<file path="src/design/ethhdr_pkg.sv">
// Types and constants of the Ethernet header extractor.
`default_nettype none

package ethhdr_pkg;

	typedef enum logic [2:0] {
		ST_OK          = 3'd0,
		ST_TOO_SHORT   = 3'd1,
		ST_BAD_TYPE    = 3'd2,
		ST_TAG_SHORT   = 3'd3,
		ST_NO_PAYLOAD  = 3'd4
	} status_t;

	typedef logic [4:0] count_t;

	// Byte positions where each header field ends.
	localparam count_t DST_END   = 5'd6;
	localparam count_t SRC_END   = 5'd12;
	localparam count_t TYPE_END  = 5'd14;
	localparam count_t TCI_END   = 5'd16;
	localparam count_t INNER_END = 5'd18;
	localparam count_t COUNT_MAX = 5'd19;

	localparam count_t OFFSET_UNTAGGED = 5'd14;
	localparam count_t OFFSET_TAGGED   = 5'd18;

	localparam logic [15:0] TPID_8021Q = 16'h8100;
	localparam logic [15:0] LEN_MAX    = 16'd1500;
	localparam logic [15:0] TYPE_MIN   = 16'h0600;

	localparam logic [47:0] MAC_BCAST = 48'hFFFF_FFFF_FFFF;

endpackage

`default_nettype wire

</file>
<file path="src/design/ethernet_header_extractor.sv">
// Ethernet II header extractor with optional single 802.1Q tag.
//
//  channel  | handshake          | payload
//  ---------+--------------------+-------------------------------------------
//  in       | in_valid/in_stall  | data_byte, last_byte
//  out      | out_valid/out_stall| status, dst_mac ... payload_offset
//  config   | cfg_we             | cfg_wdata (vlan_enable)
//
// One byte is taken per cycle unless the input stalls; the result appears in the next cycle.
// The field registers capture in the accept cycle; the output register holds
// the result until taken, and the input stalls only while it is held.
// Reset clears the byte count and output valid and sets vlan_enable to 1.
`default_nettype none

module ethernet_header_extractor (
	input  wire logic                clk,
	input  wire logic                arst_n,
	input  wire logic                cfg_we,
	input  wire logic                cfg_wdata,
	input  wire logic                in_valid,
	output logic                     in_stall,
	input  wire logic [7:0]          data_byte,
	input  wire logic                last_byte,
	output logic                     out_valid,
	input  wire logic                out_stall,
	output ethhdr_pkg::status_t      status,
	output logic [47:0]              dst_mac,
	output logic [47:0]              src_mac,
	output logic [15:0]              outer_type,
	output logic                     vlan_present,
	output logic [15:0]              vlan_tci,
	output logic [15:0]              next_type,
	output logic                     dst_bcast,
	output logic                     dst_mcast,
	output logic [4:0]               payload_offset
);
	import ethhdr_pkg::*;

	logic        vlan_en_q;
	count_t      byte_cnt_q;
	logic [47:0] dst_q, src_q;
	logic [15:0] type_q, tci_q, inner_q;

	logic [47:0] dst_nx, src_nx;
	logic [15:0] type_nx, tci_nx, inner_nx;
	count_t      size;

	status_t     res_status;
	logic        hdr_ok, res_vp;
	logic [15:0] res_tci, res_np;
	count_t      res_off;

	logic        out_valid_q;
	logic        in_acc, out_ld;

	assign in_stall  = out_valid_q & out_stall;
	assign in_acc    = in_valid & ~in_stall;
	assign out_ld    = ~out_valid_q | ~out_stall;
	assign out_valid = out_valid_q;

	// Shift the byte into the field that owns its position.
	always_comb begin
		dst_nx   = dst_q;
		src_nx   = src_q;
		type_nx  = type_q;
		tci_nx   = tci_q;
		inner_nx = inner_q;
		if (byte_cnt_q < DST_END) begin
			dst_nx = {dst_q[39:0], data_byte};
		end else if (byte_cnt_q < SRC_END) begin
			src_nx = {src_q[39:0], data_byte};
		end else if (byte_cnt_q < TYPE_END) begin
			type_nx = {type_q[7:0], data_byte};
		end else if (byte_cnt_q < TCI_END) begin
			tci_nx = {tci_q[7:0], data_byte};
		end else if (byte_cnt_q < INNER_END) begin
			inner_nx = {inner_q[7:0], data_byte};
		end
		size = (byte_cnt_q < COUNT_MAX) ? byte_cnt_q + 5'd1 : COUNT_MAX;
	end

	// Classify the frame from the values as they stand after this byte.
	always_comb begin
		res_status = ST_OK;
		hdr_ok     = 1'b0;
		res_vp     = 1'b0;
		res_tci    = '0;
		res_np     = '0;
		res_off    = '0;
		if (size < TYPE_END) begin
			res_status = ST_TOO_SHORT;
		end else begin
			hdr_ok = 1'b1;
			if (type_nx > LEN_MAX && type_nx < TYPE_MIN) begin
				res_status = ST_BAD_TYPE;
			end else if (vlan_en_q && type_nx == TPID_8021Q) begin
				if (size < INNER_END) begin
					res_status = ST_TAG_SHORT;
				end else begin
					res_vp     = 1'b1;
					res_tci    = tci_nx;
					res_np     = inner_nx;
					res_off    = OFFSET_TAGGED;
					res_status = (size <= OFFSET_TAGGED) ? ST_NO_PAYLOAD : ST_OK;
				end
			end else begin
				res_np     = type_nx;
				res_off    = OFFSET_UNTAGGED;
				res_status = (size <= OFFSET_UNTAGGED) ? ST_NO_PAYLOAD : ST_OK;
			end
		end
	end

	always_ff @(posedge clk or negedge arst_n) begin
		if (!arst_n) begin
			vlan_en_q <= 1'b1;
		end else if (cfg_we) begin
			vlan_en_q <= cfg_wdata;
		end
	end

	// Restart the count on the last byte; the field registers refill by shifting.
	always_ff @(posedge clk or negedge arst_n) begin
		if (!arst_n) begin
			byte_cnt_q <= '0;
		end else if (in_acc) begin
			byte_cnt_q <= last_byte ? '0 : size;
		end
	end

	always_ff @(posedge clk) begin
		if (in_acc) begin
			dst_q   <= dst_nx;
			src_q   <= src_nx;
			type_q  <= type_nx;
			tci_q   <= tci_nx;
			inner_q <= inner_nx;
		end
	end

	always_ff @(posedge clk or negedge arst_n) begin
		if (!arst_n) begin
			out_valid_q <= 1'b0;
		end else if (in_acc && last_byte) begin
			out_valid_q <= 1'b1;
		end else if (!out_stall) begin
			out_valid_q <= 1'b0;
		end
	end

	always_ff @(posedge clk) begin
		if (in_acc && last_byte && out_ld) begin
			status         <= res_status;
			dst_mac        <= hdr_ok ? dst_nx : '0;
			src_mac        <= hdr_ok ? src_nx : '0;
			outer_type     <= hdr_ok ? type_nx : '0;
			vlan_present   <= res_vp;
			vlan_tci       <= res_tci;
			next_type      <= res_np;
			dst_bcast      <= hdr_ok && (dst_nx == MAC_BCAST);
			dst_mcast      <= hdr_ok && dst_nx[40];
			payload_offset <= res_off;
		end
	end

endmodule

`default_nettype wire

</file>
<file path="config.mk">
export PLATFORM = sky130hd
export DESIGN_NAME = ethernet_header_extractor
export DESIGN_NICKNAME = d
export VERILOG_FILES = /design/src/design/ethhdr_pkg.sv /design/src/design/ethernet_header_extractor.sv
export SDC_FILE = /design/constraint.sdc
export NUM_CORES = 1
export LEC_CHECK = 0
export ABC_CLOCK_PERIOD_IN_PS = 4250
export BUFFER_PORTS_ARGS = -buffer_cell sky130_fd_sc_hd__buf_2
export CAP_MARGIN = 10
export CORE_MARGIN = 5
export CORE_UTILIZATION = 52
export DETAILED_ROUTE_END_ITERATION = 10
export PLACE_DENSITY = 0.76
export SYNTH_ARGS = -nofsm -noshare
export SYNTH_HDL_FRONTEND = slang
export SYNTH_SLANG_ARGS = --single-unit
</file>
<file path="constraint.sdc">
create_clock -name clk -period 4.25 [get_ports clk]
set_clock_uncertainty 0.2 [all_clocks]
set_input_delay 0.2125 -clock clk [delete_from_list [all_inputs] [get_ports clk]]
set_output_delay 0.2125 -clock clk [all_outputs]
set_load 0.05 [all_outputs]
</file>
==> results by group <==
Run status
  – Status: complete, no violations

Yosys
  – Asr flop ratio synth: 2.310%
  – Largest family of logic cells by synthesized area: multiplexers
  – Synth cell count leaders: edfxtp_1, nor2_1, inv_1, mux2i_1, mux2_2
  – Post-synthesis compound-gate area fraction: 2.539%
  – Mapped Cells: 877
  – Post-synth EDFFs: 296
  – Synth Area in Adders: 0.09878%
  – Cell accounting for the most synthesized area: edfxtp_1
  – Most common cell in the synthesized netlist: edfxtp_1
  – Main area contributors after synthesis: edfxtp_1, mux2i_1, nor2_1, inv_1, mux2_2
  – Register area share after synthesis: 71.56%
  – Simple-gate portion of the synthesized area: 8.613%
  – Mux share of post-synthesis cell area: 11.82%
  – Syn Area/Cell: 14.44 sq um
  – XOR/XNOR Fraction of Synth Area: 0%
  – Synth warn: 0
  – Yosys cell types: 53
  – Mapped Nets: 893
  – Ys flop type: edfxtp_1
  – Synthesized flop and latch total: 303
  – Synth top area share: 70.17%
  – Synthesized area: 0.01267 sq mm

STA
  – Post-layout min period: 3.247 ns
  – RSZ-0062 raised after global routing: no
  – Final hold slack: 0.02974 ns
  – Fin Setup TNS: 0 ns
  – Fmax: 307.9 MHz
  – Worst Tran Pin Value: 1.124 ns
  – Slew headroom: 25.08%
  – Final Max Tran Viols: 0
  – Final period utilization: 76.41%
  – Final hold violation count: 0
  – Setup violations, final: 0

Worst setup path
  – Crit Path Class: flop to flop
  – CP Max Fanout: 23
  – Data required, critical path: 4.32 ns
  – Startpoint Class: flop
  – Setup crit end kind: flop
  – R2R setup slack: 1.00 ns
  – Data arrival time of the critical path: 3.32 ns

GRT
  – GRT Residual Overflow: 0
  – Largest net degree at the start of global routing: 116
  – First-pass GRT wire length: 42550 um
  – Initial antenna violation count: 0
  – Overall routing resource usage: 19.11%
  – Vias in the first global route: 7660

Power and ir drop
  – Pwr dens: 540.2 mW/mm^2
  – Peak supply drop: 353.2 uV
  – Leakage: 6.191 nW

Drt
  – Vias per cell: 5.310
  – Routed WL: 26830 um
  – Antenna-violating nets left: 0
  – Routed len/inst: 19.11 um
  – DRT Pass-1 Iters: 5
  – Post-route DRC violation count: 0
  – DR iter-0 viols: 584
  – Via count: 7455

Cells and area
  – Fill cell total of the finished layout: 1801
  – Cell area after layout: 0.01492 sq mm
  – Nets: 1075
  – P&R area growth vs syn: 17.78%
  – Final core utilization: 61.71%
  – Inserted Diodes: 0
  – Share of cells above drive strength 1: 26.02%
  – Final std cells w/o fill: 1404

Floorplanning
  – Initial core utilization: 52.39%
  – Die Y: 166.1 um
  – Total die area: 0.02758 sq mm
  – Site Rows: 57
  – Core area: 0.02418 sq mm
  – # IOs: 172
  – Die width: 166.1 um

Placed design
  – IO buf count: 170
  – DP Area: 0.01388 sq mm
  – Cells after DPL: 1340
  – Hpwl dp: 17060 um
  – Global placement routability congestion: 0.8412

Worst hold path
  – Hold Crit Class: primary input to flop

Clocking
  – Clk slew on worst S/H paths: 0.06 ns
  – Post-CTS resize count: 0
  – Root Driver: clkbuf_16
  – Htree depth: 1
  – Clock sinks: 303
  – CTS buffer count: 31
  – Clock Tree Buf Depth: 3
  – CTS tree: yes
  – Worst-skew pair later-pin latency: 0.54 ns

Job
  – Max Cap Violations: 0
cell families after synthesis:
| kind of cell | Yosys count |
|---|---|
| DFF | 303 |
| adders and majority gates | 1 |
| buffers and inverters | 162 |
| and+or+nand+nor | 221 |
| muxes | 145 |
| other | 1 |
| AOI/OAI and AO/OA | 44 |
per-layer routing:
| layer | share of wire (%) | wire [um] | global-route usage, % |
|---|---|---|---|
| met1 | 44 | 11860 | 26.85 |
| met2 | 47 | 12570 | 30.63 |
| met3 | 6.8 | 1824 | 4.213 |
| met4 | 2.1 | 572 | 5.022 |
| met5 | 0 | 0 | 0 |
sequential cells by signal, indices dropped and copies added, names as in the netlist, 5 cells and up:
name and flops:
dst_mac 48, dst_q 48, src_mac 48, src_q 48
inner_q 16, next_type 16, outer_type 16, tci_q 16
type_q 16, vlan_tci 16, byte_cnt_q 5
area by class of cell:
cell class,instances,area [sq um],share of cell area (%)
Clock inverter,16,132.6,0.8890
Multi-Input combinational cell,412,2965,19.88
Tap cell,324,405.4,2.717
Sequential cell,303,9065,60.76
Clock buffer,38,802.0,5.376
Timing Repair Buffer,194,1106,7.414
Inverter,117,442.9,2.969
worst max-delay path: stages (launching register included):
cell       delay (ns)
dfrtp_1          0.73
nand4bb_1        0.41
buf_4            0.30
or4b_2           0.62
o22ai_2          0.18
buf_4            0.28
and3_1           0.21
nor4b_2          0.05
cell usage in the layout (no fill, tap or decap), drive strengths merged, types with 2 or more instances in the layout:
cell type,synthesis,final
nor2,118,118
bufinv,0,2
clkinvlp,0,2
nor2b,5,5
mux2i,108,108
or2,2,2
nor3,5,5
buf,30,184
clkinv,0,12
nand3,17,17
clkbuf,15,38
dfrtp,6,6
a21oi,4,4
nand2b,7,7
dlygate4sd3,0,10
nor4b,3,3
or4b,3,3
o21ai,14,14
inv,117,117
a31o,5,5
mux2,37,37
o31ai,6,6
nand4b,3,3
or4,5,5
a31oi,2,2
and3,17,17
edfxtp,296,296
nor4,5,5
nand4,14,14
nand2,12,12
o41ai,2,2
o211ai,3,3
where the power goes:
group | switching, W | internal, W | leakage, nW | total [W]
clock | 0.00108 | 0.00145 | 0.456 | 0.00253
combinational | 0.00101 | 0.000538 | 2.79 | 0.00154
sequential | 0.000225 | 0.00376 | 2.94 | 0.00398
total | 0.00231 | 0.00575 | 6.19 | 0.00806
stage by stage:
stage                     worst slack (ns)  total power, W
after floorplan                     0.4315        0.005177
after global placement               1.123        0.005522
after detailed placement             1.035        0.005580
after CTS                            1.030        0.008133
after global routing                0.7954        0.008436
final                                1.003        0.008060
final timing paths:
check	cells after the start	from	end
setup / recovery	7	byte_cnt_q[2]	status[2]
hold / removal	3	data_byte[1]	dst_q[1]
setup reg to reg	7	byte_cnt_q[2]	status[2]
hold reg to reg	2	src_q[41]	src_q[41]
max in group asynchronous	4	arst_n	byte_cnt_q[2]
min in group asynchronous	3	arst_n	vlan_en_q
repair_timing:
action                                 CTS  global route
setup buffers                            0             0
endpoints found under the hold margin   22             0
hold buffers                            10             0
Power figures use the tool's default switching activity.
